==> src/rtl/strict_priority_multi_queue_core_defines.svh <==
// Assertion macros shared by the scheduler RTL.
`ifndef STRICT_PRIORITY_MULTI_QUEUE_CORE_DEFINES_SVH
`define STRICT_PRIORITY_MULTI_QUEUE_CORE_DEFINES_SVH

// Same-cycle implication, disabled during reset.
`define SPMQ_ASSERT_NOW(label, clk, rst, ante, cons, msg) \
  label: assert property (@(posedge clk) disable iff (rst) (ante) |-> (cons)) \
    else $error(msg);

// Next-cycle implication, disabled during reset.
`define SPMQ_ASSERT_NEXT(label, clk, rst, ante, cons, msg) \
  label: assert property (@(posedge clk) disable iff (rst) (ante) |=> (cons)) \
    else $error(msg);

`endif

==> src/rtl/spmq_pkg.sv <==
// Shared widths, codes and record type of the priority queue scheduler.
`default_nettype none

package spmq_pkg;

  // Field widths
  localparam int KindW   = 2;
  localparam int QiW     = 3;
  localparam int IdW     = 8;
  localparam int PrioW   = 8;
  localparam int TimeW   = 16;
  localparam int StatusW = 2;
  localparam int QiuW    = 2;

  // Configuration port
  localparam int ApbAddrW = 3;
  localparam int ApbDataW = 32;
  localparam logic [0:0] REG_QUEUES_IN_USE = 1'b0;

  // Default sizes
  localparam int DefaultSlots     = 4;
  localparam int DefaultNumQueues = 2;

  // Command kinds
  localparam logic [KindW-1:0] KIND_ENQ  = 2'd0;
  localparam logic [KindW-1:0] KIND_DEQ  = 2'd1;
  localparam logic [KindW-1:0] KIND_TICK = 2'd2;

  // Result status codes
  localparam logic [StatusW-1:0] ST_OK        = 2'd0;
  localparam logic [StatusW-1:0] ST_FULL      = 2'd1;
  localparam logic [StatusW-1:0] ST_BAD_QUEUE = 2'd2;
  localparam logic [StatusW-1:0] ST_ALL_EMPTY = 2'd3;

  typedef struct packed {
    logic [TimeW-1:0] time_rem;
    logic [PrioW-1:0] prio;
    logic [IdW-1:0]   id;
  } task_rec_t;

endpackage

`default_nettype wire

==> src/rtl/spmq_if.sv <==
// Valid/ready channel interfaces: command beats in, result beats out.
`default_nettype none

interface spmq_cmd_if;
  import spmq_pkg::*;

  logic             valid;
  logic             ready;
  logic [KindW-1:0] kind;
  logic [QiW-1:0]   queue_index;
  logic [IdW-1:0]   task_id;
  logic [PrioW-1:0] task_priority;
  logic [TimeW-1:0] task_time;

  modport source (output valid, kind, queue_index, task_id, task_priority, task_time,
                  input ready);
  modport sink   (input valid, kind, queue_index, task_id, task_priority, task_time,
                  output ready);
endinterface

interface spmq_res_if;
  import spmq_pkg::*;

  logic               valid;
  logic               ready;
  logic [StatusW-1:0] status;
  logic [IdW-1:0]     out_id;
  logic [PrioW-1:0]   out_priority;
  logic [TimeW-1:0]   out_time;

  modport source (output valid, status, out_id, out_priority, out_time, input ready);
  modport sink   (input valid, status, out_id, out_priority, out_time, output ready);
endinterface

`default_nettype wire

==> src/rtl/strict_priority_multi_queue_core.sv <==
// Strict-priority multi-queue task scheduler: top level.
//
// Channels: cmd (sink) carries one command beat: kind (enqueue, dequeue,
// tick), queue_index and a task record. res (source) returns exactly one
// result beat per command: status plus the popped record on a good dequeue.
// APB port: one register, queues_in_use, at byte address 0; writing it
// empties every queue (slot contents are left in place). Write it only
// while no command is in flight.
// Result: registered, valid in the cycle after its command beat is taken.
// Throughput: one command per cycle while res takes results; the only
// stage is the result register, and all queue state (pointers, slots)
// updates at the accepting edge, so the next command sees it right away.
// Stall: while res is held off, the result register keeps its beat and
// cmd.ready drops; it rises again in the cycle the result is taken.
// Reset (rst, synchronous): queues_in_use = 0, all pointers zero, no result
// pending. Slot contents are not cleared; a slot is never popped before an
// enqueue writes it.
`default_nettype none

module strict_priority_multi_queue_core #(
  parameter int SLOTS       = spmq_pkg::DefaultSlots,
  parameter int QUEUE_COUNT = spmq_pkg::DefaultNumQueues
) (
  input  wire logic                          clk,
  input  wire logic                          rst,
  // APB configuration
  input  wire logic                          psel,
  input  wire logic                          penable,
  input  wire logic                          pwrite,
  input  wire logic [spmq_pkg::ApbAddrW-1:0] paddr,
  input  wire logic [spmq_pkg::ApbDataW-1:0] pwdata,
  output logic      [spmq_pkg::ApbDataW-1:0] prdata,
  output logic                               pready,
  // Streams
  spmq_cmd_if.sink                           cmd,
  spmq_res_if.source                         res
);
  import spmq_pkg::*;
  `include "strict_priority_multi_queue_core_defines.svh"

  localparam int PW = $clog2(SLOTS);
  localparam int QW = (QUEUE_COUNT > 1) ? $clog2(QUEUE_COUNT) : 1;
  // Largest value queues_in_use may take (it is only two bits wide)
  localparam logic [QiuW-1:0] QiuCap = QiuW'((QUEUE_COUNT > 3) ? 3 : QUEUE_COUNT);

  function automatic logic [PW-1:0] ring_next(input logic [PW-1:0] p);
    if (p == PW'(SLOTS - 1)) return '0;
    else return p + PW'(1);
  endfunction

  // ---------------------------------------------------------------------
  // Configuration register
  // ---------------------------------------------------------------------
  logic [QiuW-1:0] queues_in_use;
  logic [QiuW-1:0] qiu_wr_val;
  logic            cfg_wr;

  assign pready = 1'b1;
  assign cfg_wr = psel && penable && pwrite && pready &&
                  (paddr[ApbAddrW-1:2] == REG_QUEUES_IN_USE);
  // Only the low QiuW bits of pwdata count; larger values clamp to QiuCap
  assign qiu_wr_val = (pwdata[QiuW-1:0] > QiuCap) ? QiuCap : pwdata[QiuW-1:0];
  assign prdata = (paddr[ApbAddrW-1:2] == REG_QUEUES_IN_USE) ?
                  {{(ApbDataW-QiuW){1'b0}}, queues_in_use} : '0;

  always_ff @(posedge clk) begin
    if (rst) begin
      queues_in_use <= '0;
    end else if (cfg_wr) begin
      queues_in_use <= qiu_wr_val;
    end
  end

  // ---------------------------------------------------------------------
  // Queue state
  // ---------------------------------------------------------------------
  logic [PW-1:0] head [QUEUE_COUNT];
  logic [PW-1:0] tail [QUEUE_COUNT];
  task_rec_t     slots [QUEUE_COUNT][SLOTS];

  logic          cmd_acc;
  logic [QW-1:0] qsel;        // enqueue target
  logic          qi_ok;       // enqueue target is in use
  logic          q_full;      // enqueue target has no free slot
  logic          enq_do;
  logic [QW-1:0] pick;        // dequeue winner
  logic          found;
  logic          deq_do;
  logic          tick_do;
  logic          ptrs_zero;
  logic [QUEUE_COUNT-1:0] in_use;

  logic [StatusW-1:0] status_next;
  task_rec_t          rec_next;

  assign cmd.ready = !res.valid || res.ready;
  assign cmd_acc   = cmd.valid && cmd.ready;

  always_comb begin
    for (int q = 0; q < QUEUE_COUNT; q++) begin
      in_use[q] = ({1'b0, queues_in_use} > 3'(q));
    end
  end

  assign qsel   = cmd.queue_index[QW-1:0];
  assign qi_ok  = cmd.queue_index < {1'b0, queues_in_use};
  assign q_full = (ring_next(tail[qsel]) == head[qsel]);

  // Lowest-numbered non-empty queue in use wins
  always_comb begin
    found = 1'b0;
    pick  = '0;
    for (int q = 0; q < QUEUE_COUNT; q++) begin
      if (!found && in_use[q] && (head[q] != tail[q])) begin
        found = 1'b1;
        pick  = QW'(q);
      end
    end
  end

  always_comb begin
    status_next = ST_OK;
    rec_next    = '0;
    enq_do      = 1'b0;
    deq_do      = 1'b0;
    tick_do     = 1'b0;
    unique case (cmd.kind)
      KIND_ENQ: begin
        if (!qi_ok) begin
          status_next = ST_BAD_QUEUE;
        end else if (q_full) begin
          status_next = ST_FULL;
        end else begin
          enq_do = cmd_acc;
        end
      end
      KIND_DEQ: begin
        if (found) begin
          rec_next = slots[pick][head[pick]];
          deq_do   = cmd_acc;
        end else begin
          status_next = ST_ALL_EMPTY;
        end
      end
      KIND_TICK: begin
        tick_do = cmd_acc;
      end
      default: begin
        // unused kind: no effect, status ok
      end
    endcase
  end

  // Pointers; a register write clears all rings (user: idle only, unchecked)
  always_ff @(posedge clk) begin
    if (rst || cfg_wr) begin
      for (int q = 0; q < QUEUE_COUNT; q++) begin
        head[q] <= '0;
        tail[q] <= '0;
      end
    end else begin
      if (enq_do) begin
        tail[qsel] <= ring_next(tail[qsel]);
      end
      if (deq_do) begin
        head[pick] <= ring_next(head[pick]);
      end
    end
  end

  // Slot contents: enqueue writes at the tail, tick ages every slot in use
  always_ff @(posedge clk) begin
    if (enq_do) begin
      slots[qsel][tail[qsel]] <= '{time_rem: cmd.task_time,
                                   prio:     cmd.task_priority,
                                   id:       cmd.task_id};
    end
    if (tick_do) begin
      for (int q = 0; q < QUEUE_COUNT; q++) begin
        for (int s = 0; s < SLOTS; s++) begin
          if (in_use[q] && (slots[q][s].time_rem != '0)) begin
            slots[q][s].time_rem <= slots[q][s].time_rem - TimeW'(1);
          end
        end
      end
    end
  end

  always_comb begin
    ptrs_zero = 1'b1;
    for (int q = 0; q < QUEUE_COUNT; q++) begin
      if ((head[q] != '0) || (tail[q] != '0)) ptrs_zero = 1'b0;
    end
  end

  // ---------------------------------------------------------------------
  // Result register
  // ---------------------------------------------------------------------
  always_ff @(posedge clk) begin
    if (rst) begin
      res.valid <= 1'b0;
    end else if (cmd.ready) begin
      res.valid <= cmd.valid;
    end
  end

  always_ff @(posedge clk) begin
    if (cmd_acc) begin
      res.status       <= status_next;
      res.out_id       <= rec_next.id;
      res.out_priority <= rec_next.prio;
      res.out_time     <= rec_next.time_rem;
    end
  end

  // ---------------------------------------------------------------------
  // Checks
  // ---------------------------------------------------------------------
  `SPMQ_ASSERT_NEXT(a_beat_yields_result, clk, rst, cmd_acc, res.valid,
    "accepted command beat produced no result")
  `SPMQ_ASSERT_NEXT(a_cfg_clears_ptrs, clk, rst, cfg_wr, ptrs_zero,
    "register write did not empty the queues")
  `SPMQ_ASSERT_NOW(a_qiu_in_range, clk, rst, 1'b1, queues_in_use <= QiuCap,
    "queues_in_use above number of queues")
  `SPMQ_ASSERT_NOW(a_data_zero_unless_pop, clk, rst, res.valid && (res.status != ST_OK),
    (res.out_id == '0) && (res.out_priority == '0) && (res.out_time == '0),
    "record data on a result that is not a pop")

endmodule

`default_nettype wire

==> src/flat_wrapper.sv <==
// flat-port wrapper written by rule: the top's interface ports become plain ports
module strict_priority_multi_queue_core_flat import spmq_pkg::*;
#(
  parameter int SLOTS       = spmq_pkg::DefaultSlots,
  parameter int QUEUE_COUNT = spmq_pkg::DefaultNumQueues
)
  (clk, rst, psel, penable, pwrite, paddr, pwdata, prdata, pready, cmd_valid, cmd_kind, cmd_queue_index, cmd_task_id, cmd_task_priority, cmd_task_time, cmd_ready, res_valid, res_status, res_out_id, res_out_priority, res_out_time, res_ready);
  spmq_cmd_if cmd_i ();
  spmq_res_if res_i ();
  input  wire logic clk;
  input  wire logic rst;
  input  wire logic psel;
  input  wire logic penable;
  input  wire logic pwrite;
  input  wire logic [spmq_pkg::ApbAddrW-1:0] paddr;
  input  wire logic [spmq_pkg::ApbDataW-1:0] pwdata;
  output logic      [spmq_pkg::ApbDataW-1:0] prdata;
  output logic pready;
  input wire logic [$bits(cmd_i.valid)-1:0] cmd_valid;
  input wire logic [$bits(cmd_i.kind)-1:0] cmd_kind;
  input wire logic [$bits(cmd_i.queue_index)-1:0] cmd_queue_index;
  input wire logic [$bits(cmd_i.task_id)-1:0] cmd_task_id;
  input wire logic [$bits(cmd_i.task_priority)-1:0] cmd_task_priority;
  input wire logic [$bits(cmd_i.task_time)-1:0] cmd_task_time;
  output wire logic [$bits(cmd_i.ready)-1:0] cmd_ready;
  output wire logic [$bits(res_i.valid)-1:0] res_valid;
  output wire logic [$bits(res_i.status)-1:0] res_status;
  output wire logic [$bits(res_i.out_id)-1:0] res_out_id;
  output wire logic [$bits(res_i.out_priority)-1:0] res_out_priority;
  output wire logic [$bits(res_i.out_time)-1:0] res_out_time;
  input wire logic [$bits(res_i.ready)-1:0] res_ready;
  assign cmd_i.valid = cmd_valid;
  assign cmd_i.kind = cmd_kind;
  assign cmd_i.queue_index = cmd_queue_index;
  assign cmd_i.task_id = cmd_task_id;
  assign cmd_i.task_priority = cmd_task_priority;
  assign cmd_i.task_time = cmd_task_time;
  assign cmd_ready = cmd_i.ready;
  assign res_valid = res_i.valid;
  assign res_status = res_i.status;
  assign res_out_id = res_i.out_id;
  assign res_out_priority = res_i.out_priority;
  assign res_out_time = res_i.out_time;
  assign res_i.ready = res_ready;
  strict_priority_multi_queue_core #(.SLOTS(SLOTS), .QUEUE_COUNT(QUEUE_COUNT)) u_core (.clk(clk), .rst(rst), .psel(psel), .penable(penable), .pwrite(pwrite), .paddr(paddr), .pwdata(pwdata), .prdata(prdata), .pready(pready), .cmd(cmd_i), .res(res_i));
endmodule
==> config.mk <==
export PLATFORM = sky130hd
export DESIGN_NAME = strict_priority_multi_queue_core_flat
export DESIGN_NICKNAME = d
export VERILOG_FILES = /design/src/rtl/spmq_pkg.sv /design/src/rtl/spmq_if.sv /design/src/rtl/strict_priority_multi_queue_core.sv /design/src/flat_wrapper.sv
export VERILOG_INCLUDE_DIRS = /design/src /design/src/rtl
export SDC_FILE = /design/constraint.sdc
export NUM_CORES = 1
export LEC_CHECK = 0
export ABC_AREA = 1
export CORE_MARGIN = 2
export CORE_UTILIZATION = 50
export DETAILED_ROUTE_END_ITERATION = 6
export DONT_BUFFER_PORTS = 1
export PLACE_DENSITY_LB_ADDON = 0.2
export SLEW_MARGIN = 15
export SYNTH_ARGS = -nofsm -noshare
export SYNTH_HDL_FRONTEND = slang
export SYNTH_SLANG_ARGS = --single-unit
==> constraint.sdc <==
create_clock -name clk -period 4.95 [get_ports clk]
set_input_delay 0.2475 -clock clk [delete_from_list [all_inputs] [get_ports clk]]
set_output_delay 0.2475 -clock clk [all_outputs]
set_load 0.05 [all_outputs]
-- Word level (Yosys, flattened, before mapping)
Memories as Yosys holds them, arrays and structs flattened.
Index checks and enable logic that the tools add are counted.
- add/sub/neg operators: 10
- equal/unequal tests: 7
- multiplexer cells: 68
- reduce and logical (&&, ||, !) cells: 33
- order comparisons: 7
- bitwise operators: 3
- operators with widths (operator ; number):
    128-bit two-way mux ; 3
    16-bit nonzero test ; 8
    128-bit OR reduction ; 1
    16-bit by 1-bit subtractor with 16-bit output (second input constant) ; 8
    32-bit two-way mux ; 3
    32-bit binary-select mux with 2-bit select ; 1
    32-bit demux with 2-bit select ; 1
    1-bit two-way mux ; 47
    2-bit two-way mux ; 12
    1-bit logical AND ; 16
    2-bit equality test (second input constant) ; 3
    3-bit greater-or-equal comparator (second input constant) ; 2
    2-bit inverter with 3-bit output ; 2
    2-bit by 1-bit adder with 2-bit output (second input constant) ; 2
    2-bit by 1-bit greater-than comparator with 1-bit output (second input constant) ; 2
    2-bit inequality test ; 2
    2-bit case mux with 2 select lines ; 1
    2-bit OR reduction ; 2
    3-bit by 1-bit less-than comparator with 1-bit output (second input constant) ; 1
    3-bit by 2-bit less-than comparator with 1-bit output ; 1
    2-bit by 1-bit equality test with 1-bit output (second input constant) ; 1
    2-bit equality test ; 1
    2-bit greater-than comparator (second input constant) ; 1
    1-bit zero test ; 2
    other kinds (4) ; 5
- word-level logic and storage cells: 137
- memories kept: 3
- bits in registers: 37
- bits in writable memories: 264
- bits of input ports: 79
- memories (name ; depth ; bits a word ; read ports ; clocked after memory_dff ; wr ports ; line ; RTL):
    u_core.slots ; 2 ; 128 ; 3 ; 0 ; 2 ; strict_priority_multi_queue_core.sv:79 ; task_rec_t slots [QUEUE_COUNT][SLOTS];
    u_core.head ; 2 ; 2 ; 4 ; 0 ; 2 ; strict_priority_multi_queue_core.sv:77 ; logic [PW-1:0] head [QUEUE_COUNT];
    u_core.tail ; 2 ; 2 ; 3 ; 0 ; 2 ; strict_priority_multi_queue_core.sv:78 ; logic [PW-1:0] tail [QUEUE_COUNT];

-- Depth between registers and ports, before layout
Gate-level depths: netlist of run 1.
An unclocked memory read counts as a cell.
- depth in word-level cells: 15
- depth in mapped cells: 14
- mapped depth without buffers: 13

-- Worst setup path before layout of run 1
No wires, ideal clock.
- path type: register to register
- from: register u_core.res.valid
- to: memory u_core.slots[1][48] in the netlist's numbering, enable pin
- data required time: 4556 ps
- arrival time: 3481 ps
- slack: 1075 ps
- clock period less this slack: 3875 ps
- cell stages (with the launch flop): 9
- cell sequence: dfxtp_1 -> a21oi_2 -> nand3_1 -> nor2_2 -> nand2_1 -> buf_2 -> nand4_1 -> inv_1 -> a21oi_1
- RTL lines (what ; line ; RTL):
    start: declaration ; spmq_if.sv:31 ; modport source (output valid, status, out_id, out_priority, out_time, input ready);
    end: declaration ; strict_priority_multi_queue_core.sv:79 ;

==> flow_summary.toml, run 1 <==
[power]
seqPwrFrac = 0.508
p_int_mw = 4.28
ir_worst_vdd_mv = 0.326
finalPower_mw = 5.71
pwr-share-clk = 0.419
netSwitchingPower_mw = 1.43
swShare = 0.250
leakage_nw = 7.93
combPwrFrac = 0.073
p_per_area_mw_per_mm2 = 305

[detailed_routing]
vias_per_cell = 5.60
drt_iter0_drc = 1540
drc_errors = 0
drtAntennaViolNets = 0
firstDrtPassIters = 6
wl_per_cell_microns = 19.4
route.vias.total = 14135
totalWireLength_mm = 48.9

[timing]
finalSetupViolCount = 0
max_freq_mhz = 250
fin_crit_sh = 0.808
rsz0062_at_grt = "no"
worst_slew_pin_slew_ns = 0.887
min_period_ns = 4.00
slew_viol_final = 0
fin_worst_skew_ns = 0.0173
finalHoldViolCount = 0
setup_ws_ns = 0.950
slew_headroom = 0.406
final.setup.tns_ns = 0

[die]
dieArea_sq_mm = 0.0359
rows = 67
coreArea_sq_mm = 0.0337
die_height_microns = 190
die_w_microns = 190
initial_core_util = 0.511
ios = 148

[finish]
final_cell_mix = "nand2_1, edfxtp_1, nor2_1"
instances_no_fill = 2524
final_nets = 2148
diodes = 0
fill_cells = 2981
final_common_cell = "nand2_1"
area_delta_synth_final_pct = 8.67
drive_above_1_share = 0.0597
post-route-util = 0.555

[synth]
yosys_most_used_dff = "edfxtp_1"
synth_area_leader_cell = "edfxtp_1"
ys_ff_latch = 301
yosys.area.top_type_share = 0.520
async_reset_ff_frac = 0
synth_area_per_cell_sq_um = 8.32
synth_cell_types = 37
synth_edf_count = 298
netlist_instances = 2068
seq_area_frac_synth = 0.523
synthTopCellsByArea = "edfxtp_1, nand2_1, nand4_1"
synth_area_sq_mm = 0.0172
ys_warn_count = 0

[status]
status = "completed"

[clock_network]
cts_resized = 0
clk_root_buffer_cell = "clkbuf_16"
cts_num_sinks = 301
cts_tree = "yes"
clock_path_buffers = 3
clk_pin_slew_ns = 0.06
clk_latency_ns = 0.53
cts_buffers = 35
htreeDepth = 2

[worst_setup_path]
endpoint_kind = "flop"
r2r.worst_path.cells = 12
worst_ep_required_time_ns = 5.23
start_kind = "flop"
path_max_fanout = 48
cp_data_arrival_time_ns = 4.28
critPathKind = "reg2reg"

[grt]
grt_use_total = 0.274
antenna_found_initial = 0
first_global_vias = 13180
grt_max_degree = 66
grt-ovfl-total = 0
grt_pass1_wl_mm = 75.3

[placement]
dp.cells = 2455
routabilityCongestion = 0.895
pre_cts_ws_ns = 1.09
port_buffers = 0
dp_hpwl_mm = 31.8

[worst_hold_path]
hold_path_class = "in2reg"
hold_path_depth = 2

[flow_run]
max_cap_violations = 0
-- state kept, by name, indices dropped and copies added (netlist names) --
signal and cells:
u_core.head 4, u_core.queues_in_use 2, u_core.res.out_id 8, u_core.res.out_priority 8
u_core.res.out_time 16, u_core.res.status 2, u_core.res.valid 1, u_core.slots 256
u_core.tail 4
-- worst max-delay path, stage by stage (launching register included) --
cell	delay, ns
edfxtp_1	0.37
inv_1	0.15
ha_1	0.21
nand2_1	0.13
nor2_1	0.37
nand4_1	0.18
nand2_1	0.63
nand3_4	0.80
buf_4	0.55
nand2_1	0.12
nand2_1	0.10
nand2_1	0.09
nand2_1	0.04
-- through the flow --
step	instance area [sq um]	hold slack (ns)
finish	18700	0.0355
global route	18700	0.0319
CTS	18700	0.0214
detailed placement	17600	0.319
global placement	17600	0.318
floorplan	17300	0.317
-- worst paths after layout --
check                                        from                                   end  slack, ns
max                 u_core.slots[1][48]$_DFFE_PP_         u_core.slots[0][90]$_DFFE_PP_       0.95
min                            cmd_queue_index[0]       u_core.tail[1][0]$_SDFFCE_PN0P_       0.04
max reg2reg         u_core.slots[1][48]$_DFFE_PP_         u_core.slots[0][90]$_DFFE_PP_       0.95
min reg2reg  u_core.queues_in_use[0]$_SDFFE_PP0P_  u_core.queues_in_use[0]$_SDFFE_PP0P_       0.56
-- Yosys cell counts, types with 5 or more instances --
cell type,count
a21oi_1,36
buf_1,11
buf_2,30
buf_4,37
clkbuf_1,49
edfxtp_1,298
ha_1,18
inv_1,119
nand2_1,889
nand3_1,40
nand3b_1,5
nand4_1,134
nor2_1,166
nor2_2,16
nor3_1,27
nor4_1,6
o21ai_0,46
or2_2,5
xnor2_1,39
xor2_1,68
-- routing by layer --
layer / GRT usage / vias to the layer above / wire, microns
li1: - / 6710 / -
met1: 0.382 / 6609 / 20700
met2: 0.422 / 703 / 21700
met3: 0.0575 / 113 / 4800
met4: 0.103 / 0 / 1740
met5: 0 / - / 0
-- final cells by class --
type | instances | area, sq um | share of cell area
sequential | 301 | 9010 | 0.482
multi-input combinational | 1545 | 7260 | 0.388
clock buffer | 44 | 910 | 0.0486
tap | 448 | 561 | 0.0300
inverter | 122 | 458 | 0.0245
timing repair buffer | 46 | 388 | 0.0207
clock inverter | 18 | 116 | 0.00622
-- logic make-up after synthesis --
family / synth area share
xor gates and xnor gates: 0.0545
and+or+nand+nor: 0.314
adders and majority gates: 0.0131
AOI/OAI and AO/OA: 0.0282
DFF: 0.523
buffers and inverters: 0.0659
other: 0.000436
-- repair_timing --
action	CTS	global route
setup buffers	0	0
hold endpoints to repair	4	0
hold buffers	7	0
-- power by group through the flow --
stage	Combinational [mW]	Clock [mW]	Sequential, mW
after floorplan	0.309	0	2.95
after global placement	0.400	0	2.95
after detailed placement	0.406	0	2.95
after CTS	0.412	2.41	2.90
after global routing	0.458	2.50	2.90
final	0.417	2.39	2.90
(Power assumes the default switching activity.)
==> run 2, diff against run 1 <==
Clock period 4.95 ns to 3.6 ns, I/O delays scaled along.
==> flow_summary.toml, run 2 (synthesized netlist as in run 1, its figures left out) <==
[clock_network]
htreeDepth = 2
post_cts_buffers = 0
clk_root_buffer_cell = "clkbuf_16"
cts_buffers = 35
clk_pin_slew_ns = 0.06
clk_latency_ns = 0.52
cts_tree = "yes"
cts_num_sinks = 301
clock_path_buffers = 3

[die]
ios = 148
coreArea_sq_mm = 0.0337
dieArea_sq_mm = 0.0359
die_w_microns = 190
die_height_microns = 190
rows = 67
initial_core_util = 0.511

[power]
finalPower_mw = 8.20
swShare = 0.242
leakage_nw = 8.07
netSwitchingPower_mw = 1.98
seqPwrFrac = 0.487
p_int_mw = 6.21
p_per_area_mw_per_mm2 = 431
combPwrFrac = 0.071
ir_worst_vdd_mv = 0.372
pwr-share-clk = 0.442

[finish]
area_delta_synth_final_pct = 10.5
top_regs = "u_core.slots (256), u_core.res.out_time (16)"
drive_above_1_share = 0.0646
regMostFlops = "u_core.slots"
largest_register_ffs = 256
diodes = 0
final_nets = 2168
post-route-util = 0.564
final_cell_mix = "nand2_1, edfxtp_1, nor2_1"
final_common_cell = "nand2_1"

[timing]
fin_worst_skew_ns = 0.0197
final.setup.tns_ns = 0
max_freq_mhz = 329
slew_headroom = 0.291
min_period_ns = 3.04
holdWs_ns = 0.00378
rsz0062_at_grt = "no"
finalSetupViolCount = 0
fin_crit_sh = 0.845
slew_viol_final = 0
finalHoldViolCount = 0
worst_slew_pin_slew_ns = 1.06
setup_ws_ns = 0.557

[grt]
grt_use_total = 0.272
antenna_found_initial = 0
grt_max_degree = 87
grt-ovfl-total = 0
first_global_vias = 13433
grt_pass1_wl_mm = 75.3

[detailed_routing]
totalWireLength_mm = 48.9
route.vias.total = 14161
wl_per_cell_microns = 19.3
firstDrtPassIters = 6
drt_iter0_drc = 1345
vias_per_cell = 5.58
drtAntennaViolNets = 0
drc_errors = 0

[placement]
dp_hpwl_mm = 31.7
pre_cts_ws_ns = 0.619
port_buffers = 0
routabilityCongestion = 0.961

[flow_run]
max_cap_violations = 0

[worst_setup_path]
path_max_fanout = 16
critPathKind = "reg2reg"
cp_data_arrival_time_ns = 3.44
start_kind = "flop"
worst_ep_required_time_ns = 3.99
endpoint_kind = "flop"

[worst_hold_path]
hold_path_class = "in2reg"

[status]
status = "completed"
-- run 2: cell types whose count changed in the layout (fill, tap and decap cells not counted), sizes merged --
cell         previous run  this run
buf                    39        44
inv                   124       122
clkinvlp                1         3
dlygate4sd3             7        22
clkinv                 14         7
clkbuf                 44        41
bufinv                  1         5
-- run 2: final cells by class --
class                      count  area, sq um
clock buffer                  41          920
clock inverter                15          225
fill                        3037        14700
inverter                     122          458
multi-input combinational   1545         7250
sequential                   301         9010
tap                          448          561
timing repair buffer          66          588
-- run 2: per-stage QoR --
| stage | instance area, sq um | std cells |
|---|---|---|
| floorplan | 17300 | 2097 |
| global placement | 17600 | 2460 |
| detailed placement | 17600 | 2460 |
| CTS | 19000 | 2538 |
| global route | 19000 | 2538 |
| finish | 19000 | 2538 |
-- run 2: layer usage --
layer	track usage	part of all wire	routed length [microns]	vias to the layer above
li1	-	-	-	6764
met1	0.386	0.43	21200	6690
met2	0.425	0.45	22200	620
met3	0.0462	0.083	4070	85
met4	0.0886	0.028	1350	2
met5	0.0165	0.0016	78	-
-- run 2: repair_timing --
item	in CTS	in global routing
endpoints found under the hold margin	105	0
gates resized for setup	0	0
hold buffers	22	0
-- run 2: final timing paths --
kind                                                              to  depth (start not counted)                                  from  slack, ns
worst min-delay path                   u_core.slots[0][76]$_DFFE_PP_                          2                  cmd_task_priority[4]      0.004
worst max-delay path                   u_core.slots[0][59]$_DFFE_PP_                         11         u_core.slots[1][80]$_DFFE_PP_       0.56
worst max register to register         u_core.slots[0][59]$_DFFE_PP_                         11         u_core.slots[1][80]$_DFFE_PP_       0.56
worst min register to register  u_core.queues_in_use[0]$_SDFFE_PP0P_                          2  u_core.queues_in_use[0]$_SDFFE_PP0P_       0.55
-- run 2: worst max-delay path: stages (launching register included) --
cell	delay, ns
edfxtp_1	0.38
inv_1	0.12
ha_1	0.23
nand3_1	0.13
nor2_1	0.33
nand4_1	0.22
nand2_2	0.17
buf_4	0.23
nand4_1	0.61
nand2_1	0.35
nand2_1	0.08
nand2_1	0.07
-- run 2: power by group through the flow --
stage	combinational [mW]	sequential (mW)	clock [mW]
floorplan	0.426	4.05	0
global placement	0.546	4.06	0
detailed placement	0.554	4.06	0
CTS	0.576	3.99	3.66
global route	0.640	3.99	3.80
finish	0.582	3.99	3.63
==> run 3, diff against run 2 <==
Clock period 3.6 ns to 2.7 ns, I/O delays scaled along.
==> flow_summary.toml, run 3 (synthesized netlist as in run 1, its figures left out) <==
[clock_network]
clk_latency_ns = 0.53
cts_num_sinks = 301
clk_root_buffer_cell = "clkbuf_16"
cts_buffers = 34
clk_pin_slew_ns = 0.06
clock_path_buffers = 3
cts_tree = "yes"
htreeDepth = 2

[worst_setup_path]
start_kind = "flop"
endpoint_kind = "flop"
cp_data_arrival_time_ns = 2.82
r2r.worst_path.cells = 11
critPathKind = "reg2reg"
path_max_fanout = 16
worst_ep_required_time_ns = 2.93

[die]
rows = 67
die_w_microns = 190
coreArea_sq_mm = 0.0337
die_height_microns = 190
dieArea_sq_mm = 0.0359
initial_core_util = 0.511
ios = 148

[placement]
port_buffers = 0
dp_hpwl_mm = 32.6
routabilityCongestion = 0.958
placed_area_sq_mm = 0.0182

[grt]
grt_use_total = 0.270
grt_max_degree = 101
grt-ovfl-total = 0
antenna_found_initial = 0
grt_pass1_wl_mm = 75.1
first_global_vias = 13490

[detailed_routing]
firstDrtPassIters = 6
drtAntennaViolNets = 0
totalWireLength_mm = 48.4
wl_per_cell_microns = 18.7
vias_per_cell = 5.57
route.vias.total = 14421
drt_iter0_drc = 1555
drc_errors = 0

[finish]
final_common_cell = "nand2_1"
post-route-util = 0.584
largest_register_ffs = 256
final_cell_area_sq_mm = 0.0197
final_nets = 2214
regMostFlops = "u_core.slots"
drive_above_1_share = 0.0840
area_delta_synth_final_pct = 14.3
top_regs = "u_core.slots (256), u_core.res.out_time (16)"
final_cell_mix = "nand2_1, edfxtp_1, nor2_1"
fill_cells = 2918

[timing]
fin_crit_sh = 0.961
slew_headroom = 0.360
fin_worst_skew_ns = 0.0160
min_period_ns = 2.59
worst_slew_pin_slew_ns = 0.961
finalSetupViolCount = 0
rsz0062_at_grt = "yes"
finalHoldViolCount = 0
max_freq_mhz = 385
slew_viol_final = 0
holdWs_ns = 0.0263

[power]
combPwrFrac = 0.081
ir_worst_vdd_mv = 0.443
finalPower_mw = 10.5
pwr-share-clk = 0.414
netSwitchingPower_mw = 2.61
leakage_nw = 8.32
p_per_area_mw_per_mm2 = 535
swShare = 0.248
p_int_mw = 7.91
seqPwrFrac = 0.505

[status]
status = "completed"

[worst_hold_path]
hold_path_depth = 3
hold_path_class = "in2reg"

[flow_run]
max_cap_violations = 0
run 3: per-layer routing:
metal	vias to the layer above	part of all wire	global-route usage
li1	6855	-	-
met1	6747	0.42	0.378
met2	709	0.46	0.430
met3	110	0.085	0.0360
met4	0	0.034	0.104
met5	-	0	0
run 3: layout make-up:
class	count	area, sq um	share of cell area
antenna	1	2.50	0.000127
clock buffer	45	913	0.0464
clock inverter	16	116	0.00591
inverter	122	458	0.0233
multi-input combinational	1545	7340	0.373
sequential	301	9020	0.458
tap	448	561	0.0285
timing repair buffer	113	1270	0.0646
run 3: critical path: stages, from the launching register on:
cell	delay [ns]
dfxtp_4	0.34
inv_1	0.16
ha_1	0.26
a21boi_0	0.12
nor3_1	0.23
nand2_1	0.12
nor2_1	0.10
nand2_1	0.06
inv_1	0.18
nand2_1	0.27
o21ai_2	0.26
buf_12	0.18
run 3: power by group through the flow:
stage                     logic, mW  registers [mW]  clock network (mW)
after floorplan               0.572            5.40                   0
after global placement        0.764            5.41                   0
after detailed placement      0.778            5.41                   0
after CTS                     0.828            5.32                4.40
after global routing          0.923            5.32                4.56
final                         0.851            5.32                4.35
run 3: timing repair:
| item | 4_1_cts | 5_1_grt |
|---|---|---|
| endpoints found under the setup margin | 4 | 134 |
| pin swaps | 0 | 3 |
| buffers inserted | 0 | 5 |
| hold buffers | 39 | 0 |
| gates resized for setup | 1 | 6 |
| hold endpoints to repair | 186 | 0 |
run 3: through the flow:
step           worst slack (ns)  setup TNS [ns]  cells
2_1_floorplan           -0.0883          -10.40   2097
3_3_place_gp              0.180               0   2485
3_5_place_dp             0.0204               0   2485
4_1_cts                  0.0188               0   2585
5_1_grt                 -0.0508           -1.59   2590
6_report                  0.106               0   2591
run 3: worst paths after layout:
| check | startpoint | end | slack (ns) |
|---|---|---|---|
| setup / recovery | u_core.queues_in_use[1]$_SDFFE_PP0P_ | u_core.slots[0][80]$_DFFE_PP_ | 0.11 |
| setup reg to reg | u_core.queues_in_use[1]$_SDFFE_PP0P_ | u_core.slots[0][80]$_DFFE_PP_ | 0.11 |
| hold / removal | cmd_task_id[7] | u_core.slots[0][103]$_DFFE_PP_ | 0.03 |
| hold reg to reg | u_core.queues_in_use[0]$_SDFFE_PP0P_ | u_core.queues_in_use[0]$_SDFFE_PP0P_ | 0.58 |
